<file path="src/hdl/dtq_pkg.sv">
// shared types and constants of the deadline-sorted timer queue
// no dependencies; used by the controller, the datapath, the top level and the testbench
`default_nettype none

package dtq_pkg;

  // result kinds
  localparam logic [2:0] KIND_ACCEPTED = 3'd0;
  localparam logic [2:0] KIND_TOO_LATE = 3'd1;
  localparam logic [2:0] KIND_FULL     = 3'd2;
  localparam logic [2:0] KIND_FIRED    = 3'd3;
  localparam logic [2:0] KIND_DONE     = 3'd4;

  // request operations
  localparam logic OP_REGISTER = 1'b0;
  localparam logic OP_TICK     = 1'b1;

  // one stored timer entry
  typedef struct packed {
    logic [31:0] deadline;
    logic [7:0]  handler;
  } entry_t;

  // controller to datapath commands
  typedef struct packed {
    logic       req_load;
    logic       idx_zero_ld;
    logic       idx_count_ld;
    logic       idx_inc;
    logic       idx_dec;
    logic       rd_en;
    logic       rd_prev;
    logic       wr_shift;
    logic       wr_new;
    logic       count_inc;
    logic       count_set;
    logic       uptime_inc;
    logic       out_load;
    logic [2:0] out_kind;
    logic       out_fire;
    logic       out_last;
  } dtq_cmd_t;

  // datapath to controller status
  typedef struct packed {
    logic op;
    logic too_late;
    logic full;
    logic idx_zero;
    logic idx_at_count;
    logic rd_le;
    logic rd_eq;
    logic rd_lt;
    logic out_free;
  } dtq_stat_t;

endpackage

`default_nettype wire

</file>
<file path="src/hdl/dtq_ifs.sv">
// request and result channel interfaces of the timer queue
// depends on nothing but the clocking of the instantiating level
`default_nettype none

interface dtq_in_if;
  logic        valid;
  logic        ready;
  logic        op;
  logic [31:0] deadline;
  logic [7:0]  handler_id;

  modport source (output valid, output op, output deadline, output handler_id, input ready);
  modport sink   (input valid, input op, input deadline, input handler_id, output ready);
endinterface

interface dtq_out_if;
  logic        valid;
  logic        ready;
  logic [2:0]  kind;
  logic [7:0]  fired_id;
  logic [31:0] time_now;
  logic        last;

  modport source (output valid, output kind, output fired_id, output time_now, output last,
                  input ready);
  modport sink   (input valid, input kind, input fired_id, input time_now, input last,
                  output ready);
endinterface

`default_nettype wire

</file>
<file path="src/hdl/dtq_ctrl.sv">
// controller state machine of the timer queue: sequences insert shifts and tick walks
// depends on dtq_pkg for the command, status and result kind codes
`default_nettype none

module dtq_ctrl (
  input  wire logic              clk,
  input  wire logic              rst,
  input  wire logic              in_valid,
  output logic                   in_ready,
  input  wire dtq_pkg::dtq_stat_t stat,
  output dtq_pkg::dtq_cmd_t      cmd
);

  typedef enum logic [7:0] {
    S_IDLE     = 8'b0000_0001,
    S_DECIDE   = 8'b0000_0010,
    S_SH_CHECK = 8'b0000_0100,
    S_SH_EVAL  = 8'b0000_1000,
    S_INSERT   = 8'b0001_0000,
    S_TK_CHECK = 8'b0010_0000,
    S_TK_EVAL  = 8'b0100_0000,
    S_TK_DONE  = 8'b1000_0000
  } state_t;

  state_t state;
  state_t state_next;

  // state register
  always_ff @(posedge clk) begin
    if (rst) begin
      state <= S_IDLE;
    end else begin
      state <= state_next;
    end
  end

  // next state and command decode
  always_comb begin
    state_next = state;
    cmd        = '0;
    in_ready   = 1'b0;
    unique case (state)
      S_IDLE: begin
        in_ready = 1'b1;
        if (in_valid) begin
          cmd.req_load = 1'b1;
          state_next   = S_DECIDE;
        end
      end
      S_DECIDE: begin
        if (stat.op == dtq_pkg::OP_TICK) begin
          cmd.idx_zero_ld = 1'b1;
          state_next      = S_TK_CHECK;
        end else if (stat.too_late || stat.full) begin
          // refused request, queue unchanged
          if (stat.out_free) begin
            cmd.out_load = 1'b1;
            cmd.out_kind = stat.too_late ? dtq_pkg::KIND_TOO_LATE : dtq_pkg::KIND_FULL;
            cmd.out_last = 1'b1;
            state_next   = S_IDLE;
          end
        end else begin
          cmd.idx_count_ld = 1'b1;
          state_next       = S_SH_CHECK;
        end
      end
      S_SH_CHECK: begin
        if (stat.idx_zero) begin
          state_next = S_INSERT;
        end else begin
          cmd.rd_en   = 1'b1;
          cmd.rd_prev = 1'b1;
          state_next  = S_SH_EVAL;
        end
      end
      S_SH_EVAL: begin
        // move an entry at or below the new deadline one place down
        if (stat.rd_le) begin
          cmd.wr_shift = 1'b1;
          cmd.idx_dec  = 1'b1;
          state_next   = S_SH_CHECK;
        end else begin
          state_next = S_INSERT;
        end
      end
      S_INSERT: begin
        if (stat.out_free) begin
          cmd.wr_new    = 1'b1;
          cmd.count_inc = 1'b1;
          cmd.out_load  = 1'b1;
          cmd.out_kind  = dtq_pkg::KIND_ACCEPTED;
          cmd.out_last  = 1'b1;
          state_next    = S_IDLE;
        end
      end
      S_TK_CHECK: begin
        if (stat.idx_at_count) begin
          state_next = S_TK_DONE;
        end else begin
          cmd.rd_en  = 1'b1;
          state_next = S_TK_EVAL;
        end
      end
      S_TK_EVAL: begin
        // fire on equal, stop on earlier, skip on later
        if (stat.rd_eq) begin
          if (stat.out_free) begin
            cmd.out_load = 1'b1;
            cmd.out_kind = dtq_pkg::KIND_FIRED;
            cmd.out_fire = 1'b1;
            cmd.idx_inc  = 1'b1;
            state_next   = S_TK_CHECK;
          end
        end else if (stat.rd_lt) begin
          state_next = S_TK_DONE;
        end else begin
          cmd.idx_inc = 1'b1;
          state_next  = S_TK_CHECK;
        end
      end
      S_TK_DONE: begin
        if (stat.out_free) begin
          cmd.out_load   = 1'b1;
          cmd.out_kind   = dtq_pkg::KIND_DONE;
          cmd.out_last   = 1'b1;
          cmd.count_set  = 1'b1;
          cmd.uptime_inc = 1'b1;
          state_next     = S_IDLE;
        end
      end
      default: begin
        state_next = S_IDLE;
      end
    endcase
  end

endmodule

`default_nettype wire

</file>
<file path="src/hdl/dtq_dpath.sv">
// datapath of the timer queue: entry memory, uptime, count, walk index and result register
// depends on dtq_pkg and the channel interfaces in dtq_ifs
`default_nettype none

module dtq_dpath #(
  parameter int DEPTH = 16
) (
  input  wire logic              clk,
  input  wire logic              rst,
  dtq_in_if.sink                 request,
  dtq_out_if.source              result,
  input  wire dtq_pkg::dtq_cmd_t cmd,
  output dtq_pkg::dtq_stat_t     stat
);

  localparam int CW = $clog2(DEPTH + 1);
  localparam int AW = $clog2(DEPTH);

  dtq_pkg::entry_t mem [DEPTH];
  dtq_pkg::entry_t rd_q;

  logic          req_op;
  logic [31:0]   req_deadline;
  logic [7:0]    req_handler;
  logic [31:0]   uptime;
  logic [CW-1:0] count;
  logic [CW-1:0] idx;
  logic [CW-1:0] idx_prev;
  logic [AW-1:0] rd_addr;
  logic          out_valid;

  // latched request
  always_ff @(posedge clk) begin
    if (cmd.req_load) begin
      req_op       <= request.op;
      req_deadline <= request.deadline;
      req_handler  <= request.handler_id;
    end
  end

  // uptime and entry count
  always_ff @(posedge clk) begin
    if (rst) begin
      uptime <= '0;
      count  <= '0;
    end else begin
      if (cmd.uptime_inc) begin
        uptime <= uptime + 32'd1;
      end
      if (cmd.count_inc) begin
        count <= count + CW'(1);
      end else if (cmd.count_set) begin
        count <= idx;
      end
    end
  end

  // walk index
  always_ff @(posedge clk) begin
    priority if (cmd.idx_zero_ld) begin
      idx <= '0;
    end else if (cmd.idx_count_ld) begin
      idx <= count;
    end else if (cmd.idx_inc) begin
      idx <= idx + CW'(1);
    end else if (cmd.idx_dec) begin
      idx <= idx_prev;
    end
  end

  assign idx_prev = idx - CW'(1);
  assign rd_addr  = cmd.rd_prev ? idx_prev[AW-1:0] : idx[AW-1:0];

  // entry memory, one write and one registered read
  always_ff @(posedge clk) begin
    if (cmd.wr_shift) begin
      mem[idx[AW-1:0]] <= rd_q;
    end else if (cmd.wr_new) begin
      mem[idx[AW-1:0]] <= '{deadline: req_deadline, handler: req_handler};
    end
  end

  always_ff @(posedge clk) begin
    if (cmd.rd_en) begin
      rd_q <= mem[rd_addr];
    end
  end

  // result register
  always_ff @(posedge clk) begin
    if (rst) begin
      out_valid <= 1'b0;
    end else if (cmd.out_load) begin
      out_valid <= 1'b1;
    end else if (result.ready) begin
      out_valid <= 1'b0;
    end
  end

  always_ff @(posedge clk) begin
    if (cmd.out_load) begin
      result.kind     <= cmd.out_kind;
      result.fired_id <= cmd.out_fire ? rd_q.handler : 8'd0;
      result.time_now <= uptime;
      result.last     <= cmd.out_last;
    end
  end

  assign result.valid = out_valid;

  // status back to the controller
  always_comb begin
    stat.op           = req_op;
    stat.too_late     = req_deadline < uptime;
    stat.full         = count == CW'(DEPTH);
    stat.idx_zero     = idx == '0;
    stat.idx_at_count = idx == count;
    stat.rd_le        = rd_q.deadline <= req_deadline;
    stat.rd_eq        = rd_q.deadline == uptime;
    stat.rd_lt        = rd_q.deadline < uptime;
    stat.out_free     = !out_valid || result.ready;
  end

endmodule

`default_nettype wire

</file>
<file path="src/hdl/deadline_sorted_timer_queue_core.sv">
// top level of the deadline-sorted timer queue: controller plus datapath
// depends on dtq_pkg, dtq_ifs, dtq_ctrl and dtq_dpath
//
//   channel   direction  payload                              handshake
//   request   sink       op, deadline, handler_id             valid / ready
//   result    source     kind, fired_id, time_now, last       valid / ready
//
// a refused register request is answered from the decide state; an accepted one reads and
// shifts down each entry at or below its deadline, then writes the new entry in the gap;
// a tick reads each entry from the latest on, firing on an equal deadline, and stops at an
// earlier deadline or the end; each entry passes the single read port and its registered read.
// reset clears uptime, entry count, controller state and result valid; the memory is not cleared.
// a result stalled in the output register holds the walk until it is taken.
`default_nettype none

module deadline_sorted_timer_queue_core #(
  parameter int DEPTH = 16
) (
  input  wire logic clk,
  input  wire logic rst,
  dtq_in_if.sink    request,
  dtq_out_if.source result
);

  dtq_pkg::dtq_cmd_t  cmd;
  dtq_pkg::dtq_stat_t stat;
  logic               in_ready;

  assign request.ready = in_ready;

  dtq_ctrl u_ctrl (
    .clk      (clk),
    .rst      (rst),
    .in_valid (request.valid),
    .in_ready (in_ready),
    .stat     (stat),
    .cmd      (cmd)
  );

  dtq_dpath #(
    .DEPTH (DEPTH)
  ) u_dpath (
    .clk     (clk),
    .rst     (rst),
    .request (request),
    .result  (result),
    .cmd     (cmd),
    .stat    (stat)
  );

endmodule

`default_nettype wire

</file>
<file path="src/flat_wrapper.sv">
// flat-port wrapper written by rule: the top's interface ports become plain ports
module deadline_sorted_timer_queue_core_flat 
#(
  parameter int DEPTH = 16
)
  (clk, rst, request_valid, request_op, request_deadline, request_handler_id, request_ready, result_valid, result_kind, result_fired_id, result_time_now, result_last, result_ready);
  dtq_in_if request_i ();
  dtq_out_if result_i ();
  input  wire logic clk;
  input  wire logic rst;
  input wire logic [$bits(request_i.valid)-1:0] request_valid;
  input wire logic [$bits(request_i.op)-1:0] request_op;
  input wire logic [$bits(request_i.deadline)-1:0] request_deadline;
  input wire logic [$bits(request_i.handler_id)-1:0] request_handler_id;
  output wire logic [$bits(request_i.ready)-1:0] request_ready;
  output wire logic [$bits(result_i.valid)-1:0] result_valid;
  output wire logic [$bits(result_i.kind)-1:0] result_kind;
  output wire logic [$bits(result_i.fired_id)-1:0] result_fired_id;
  output wire logic [$bits(result_i.time_now)-1:0] result_time_now;
  output wire logic [$bits(result_i.last)-1:0] result_last;
  input wire logic [$bits(result_i.ready)-1:0] result_ready;
  assign request_i.valid = request_valid;
  assign request_i.op = request_op;
  assign request_i.deadline = request_deadline;
  assign request_i.handler_id = request_handler_id;
  assign request_ready = request_i.ready;
  assign result_valid = result_i.valid;
  assign result_kind = result_i.kind;
  assign result_fired_id = result_i.fired_id;
  assign result_time_now = result_i.time_now;
  assign result_last = result_i.last;
  assign result_i.ready = result_ready;
  deadline_sorted_timer_queue_core #(.DEPTH(DEPTH)) u_core (.clk(clk), .rst(rst), .request(request_i), .result(result_i));
endmodule
</file>
<file path="config.mk">
export PLATFORM = sky130hd
export DESIGN_NAME = deadline_sorted_timer_queue_core_flat
export DESIGN_NICKNAME = d
export VERILOG_FILES = /design/src/hdl/dtq_pkg.sv /design/src/hdl/dtq_ifs.sv /design/src/hdl/dtq_ctrl.sv /design/src/hdl/dtq_dpath.sv /design/src/hdl/deadline_sorted_timer_queue_core.sv /design/src/flat_wrapper.sv
export SDC_FILE = /design/constraint.sdc
export NUM_CORES = 1
export LEC_CHECK = 0
export CORE_MARGIN = 2
export CORE_UTILIZATION = 45
export DETAILED_ROUTE_END_ITERATION = 8
export DONT_BUFFER_PORTS = 1
export GPL_TIMING_DRIVEN = 0
export PLACE_DENSITY = 0.68
export SETUP_SLACK_MARGIN = 0.1
export SLEW_MARGIN = 10
export SYNTH_ARGS = -nofsm -noshare
export SYNTH_HDL_FRONTEND = slang
export SYNTH_SLANG_ARGS = --single-unit
</file>
<file path="constraint.sdc">
create_clock -name clk -period 12.1 [get_ports clk]
set_input_delay 0.605 -clock clk [delete_from_list [all_inputs] [get_ports clk]]
set_output_delay 0.605 -clock clk [all_outputs]
set_load 0.1 [all_outputs]
</file>
==> results.sh <==
export IMPL_rrSetupSlack_ps=7490
export IMPL_gp_congestion=0.8899
export IMPL_powerDensity_mw_per_mm2=180.6
export IMPL_avgSynthCellArea_um2=18.81
export IMPL_grt_pass1_wl_mm=117.5
export IMPL_power_leakage_nw=12.36
export IMPL_core_area_mm2=0.07308
export IMPL_rsz0062_at_grt="false"
export IMPL_crit_slowest_cell="dfxtp_1"
export IMPL_ys_seq_area_share_pct=72.12
export IMPL_finalCriticalPeriod_ps=4612
export IMPL_min_to="u_core.u_dpath.req_deadline[22]"
export IMPL_hold_buffers=0
export IMPL_ant_nets=0
export IMPL_port_buffers=0
export IMPL_clk_latency_ps=640
export IMPL_path_clk_slew_ps=60
export IMPL_cp_max_fo=16
export IMPL_crit_path_end_kind="register"
export IMPL_synth_edf_count=765
export IMPL_fmax_ghz=0.2168
export IMPL_drc=12
export IMPL_hp_class="input pin to register"
export IMPL_grt_pass1_vias=17660
export IMPL_rows=99
export IMPL_arrival_ps=4880
export IMPL_async_flop_share_pct=0
export IMPL_p_comb_share_pct=18.7
export IMPL_cts_root_buf="clkbuf_16"
export IMPL_crit_type="register to register"
export IMPL_area_growth_pct=14.50
export IMPL_fin_area_mm2=0.03809
export IMPL_cts_resized_gates=0
export IMPL_grt_ovfl_total=0
export IMPL_path_cells="nor2b_1, or3_1, clkbuf_1, clkbuf_1, clkbuf_1, nand2_1, o21ai_1"
export IMPL_internal_power_mw=5.156
export IMPL_clkPwrFrac_pct=35.9
export IMPL_drive_above_1_share_pct=22.46
export IMPL_crit_path_start_kind="register"
export IMPL_final_setup_viol_count=0
export IMPL_r2r_start="u_core.u_dpath.result.valid"
export IMPL_tightest_slew_ps=1274
export IMPL_syn_inst=1769
export IMPL_violations="design-rule violations"
export IMPL_setup_tns_ps=0
export IMPL_die_area_mm2=0.07612
export IMPL_die_w_um=275.9
export IMPL_finalClockSkew_ps=20.33
export IMPL_relSlewSlack_pct=14.75
export IMPL_via_per_inst=5.932
export IMPL_place_hpwl_mm=53.29
export IMPL_switching_share_pct=25.06
export IMPL_ys_ff_latch=816
export IMPL_syn_num_nets=1917
export IMPL_finalMaxSlewViolations=0
export IMPL_antenna_found_initial=0
export IMPL_syn_area_mm2=0.03327
export IMPL_initial_utilization_pct=45.52
export IMPL_drt_first_pass_iters=8
export IMPL_routed_wl_mm=82.44
export IMPL_cts_path_max_buffers=3
export IMPL_path_common_cell="clkbuf_1"
export IMPL_power_frac_seq_pct=45.4
export IMPL_grtUsageTotal_pct=21.77
export IMPL_ys_flop_type="edfxtp_1"
export IMPL_reg2reg_to="u_core.u_dpath.mem[5][19]"
export IMPL_pin_count=91
export IMPL_worst_path_largest_cell_delay_ps=990
export IMPL_r2r_cells=7
export IMPL_hold_path_startpoint="request_deadline[22]"
export IMPL_drt_iter0_markers=2016
export IMPL_final_hold_viol_count=0
export IMPL_required_ps=12370
export IMPL_yosys_warnings=0
export IMPL_ir_drop_v=0.00009793
export IMPL_grt_max_degree=43
export IMPL_cts_buffers=82
export IMPL_cts_setup_buffers=0
export IMPL_fin_nets=2051
export IMPL_maxCapViolations=0
export IMPL_status="finished, violations left"
export IMPL_place_area_mm2=0.03538
export IMPL_htreeDepth=3
export IMPL_cts_tree="yes"
export IMPL_p_total_mw=6.881
export IMPL_vias=17370
export IMPL_yosysUniqueCellTypes=61
export IMPL_die_h_um=275.9
export IMPL_fin_crit_sh_pct=38.11
export IMPL_wire_per_inst_um=28.15
export IMPL_fillerInstances=5617
export IMPL_cts_sinks=816
export IMPL_holdPathStages=0
export IMPL_switchingPower_mw=1.724
## critical path: cells and delay by family, from the launching register on
kind	cells	cell delay [ps]
buf+inv	3	1740
flops	1	990
simple gates	3	920
compound gates	1	600
## sequential cells by signal, summed over array words and instances (netlist names)
| name | cells |
|---|---|
| u_core.u_dpath.req_op | 1 |
| u_core.u_dpath.result.last | 1 |
| u_core.u_ctrl.state | 8 |
| u_core.u_dpath.idx | 5 |
| u_core.u_dpath.count | 5 |
| u_core.u_dpath.uptime | 32 |
| u_core.u_dpath.req_deadline | 32 |
| u_core.u_dpath.result.kind | 3 |
| u_core.u_dpath.result.fired_id | 8 |
| u_core.u_dpath.result.time_now | 32 |
| u_core.u_dpath.rd_q | 40 |
| u_core.u_dpath.result.valid | 1 |
| u_core.u_dpath.req_handler | 8 |
| u_core.u_dpath.mem | 640 |
## layer usage
layer  global-route usage, %  wire, um
met1                   27.27     31440
met2                   36.88     41350
met3                   4.266      6267
met4                   9.762      3380
met5                       0         0
## cells in the final DEF (no fill, tap or decap), types with 21 or more instances in the layout
cell	n
a21oi_1	52
buf_12	30
buf_4	21
clkbuf_1	46
clkbuf_16	85
dfxtp_1	51
edfxtp_1	765
ha_1	103
inv_1	75
mux4_2	200
nand2_1	92
nand3_1	25
nand4_1	26
nor2_1	71
o21ai_1	31
xnor2_1	36
## worst max path at each step
stage	start	to	slack [ps]	cells after the start
after floorplan	u_core.u_ctrl.state[1]	u_core.u_ctrl.state[5]	7190	9
after global placement	u_core.u_dpath.rd_q[13]	u_core.u_dpath.mem[9][6]	4670	10
after detailed placement	u_core.u_dpath.result.valid	u_core.u_dpath.mem[6][16]	7470	7
after CTS	u_core.u_dpath.result.valid	u_core.u_dpath.mem[9][16]	7460	7
after global routing	u_core.u_dpath.result.valid	u_core.u_dpath.mem[11][19]	7230	7
final	u_core.u_dpath.result.valid	u_core.u_dpath.mem[5][19]	7490	7
## stage by stage
step | instances | hold WS, ps | setup WS (ps) | utilization, %
finish | 2928 | 61.78 | 7488 | 52.12
global route | 2927 | 40.81 | 7230 | 52.12
CTS | 2914 | 31.02 | 7458 | 51.99
detailed placement | 2765 | 424.1 | 7472 | 48.41
global placement | 2728 | 423.4 | 4667 | 47.16
floorplan | 1769 | 408.2 | 7193 | -
## power by group through the flow
stage | logic [mW] | clock network [mW] | registers [mW]
final | 1.29 | 2.47 | 3.13
after global routing | 1.36 | 2.61 | 3.13
after CTS | 1.30 | 2.50 | 3.12
after detailed placement | 1.30 | 0 | 3.18
after global placement | 1.27 | 0 | 3.19
after floorplan | 0.968 | 0 | 3.17
## synth_stat cells (12+ instances only)
master	count	area share (%)
nor3_1	13	0.20
edfxtp_1	765	69
nand2_1	93	1.0
nand4_1	26	0.49
a21oi_1	53	0.80
inv_1	75	0.85
nand3_1	25	0.38
ha_1	103	3.9
and2_1	12	0.23
buf_2	20	0.30
dfxtp_1	51	3.1
mux4_2	200	14
o21ai_0	50	0.75
nor2_1	87	0.98
clkbuf_1	31	0.35
xnor2_1	36	0.95
## layout make-up
class | instances | area, um2 | share of cell area [%]
plain buffers | 64 | 314.1 | 0.8244
flip-flops and latches | 816 | 23990 | 62.98
repair buffers | 50 | 858.3 | 2.253
diodes | 1 | 2.502 | 0.006569
clock buffers | 103 | 2225 | 5.840
inverters | 76 | 285.3 | 0.7489
multi-input cells | 813 | 8823 | 23.16
well taps | 959 | 1200 | 3.150
clock inverters | 46 | 392.9 | 1.031
## cell families after synthesis
group | count (synthesis) | synth area share [%]
flip-flops | 816 | 72.12
AND/OR/NAND/NOR | 309 | 4.487
multiplexers | 213 | 13.97
AO/OA/AOI/OAI | 147 | 2.618
buffers and inverters | 140 | 1.801
adder cells (fa/ha/maj) | 103 | 3.874
XOR/XNOR | 41 | 1.136
No activity file was read; power rests on OpenSTA's default activity.
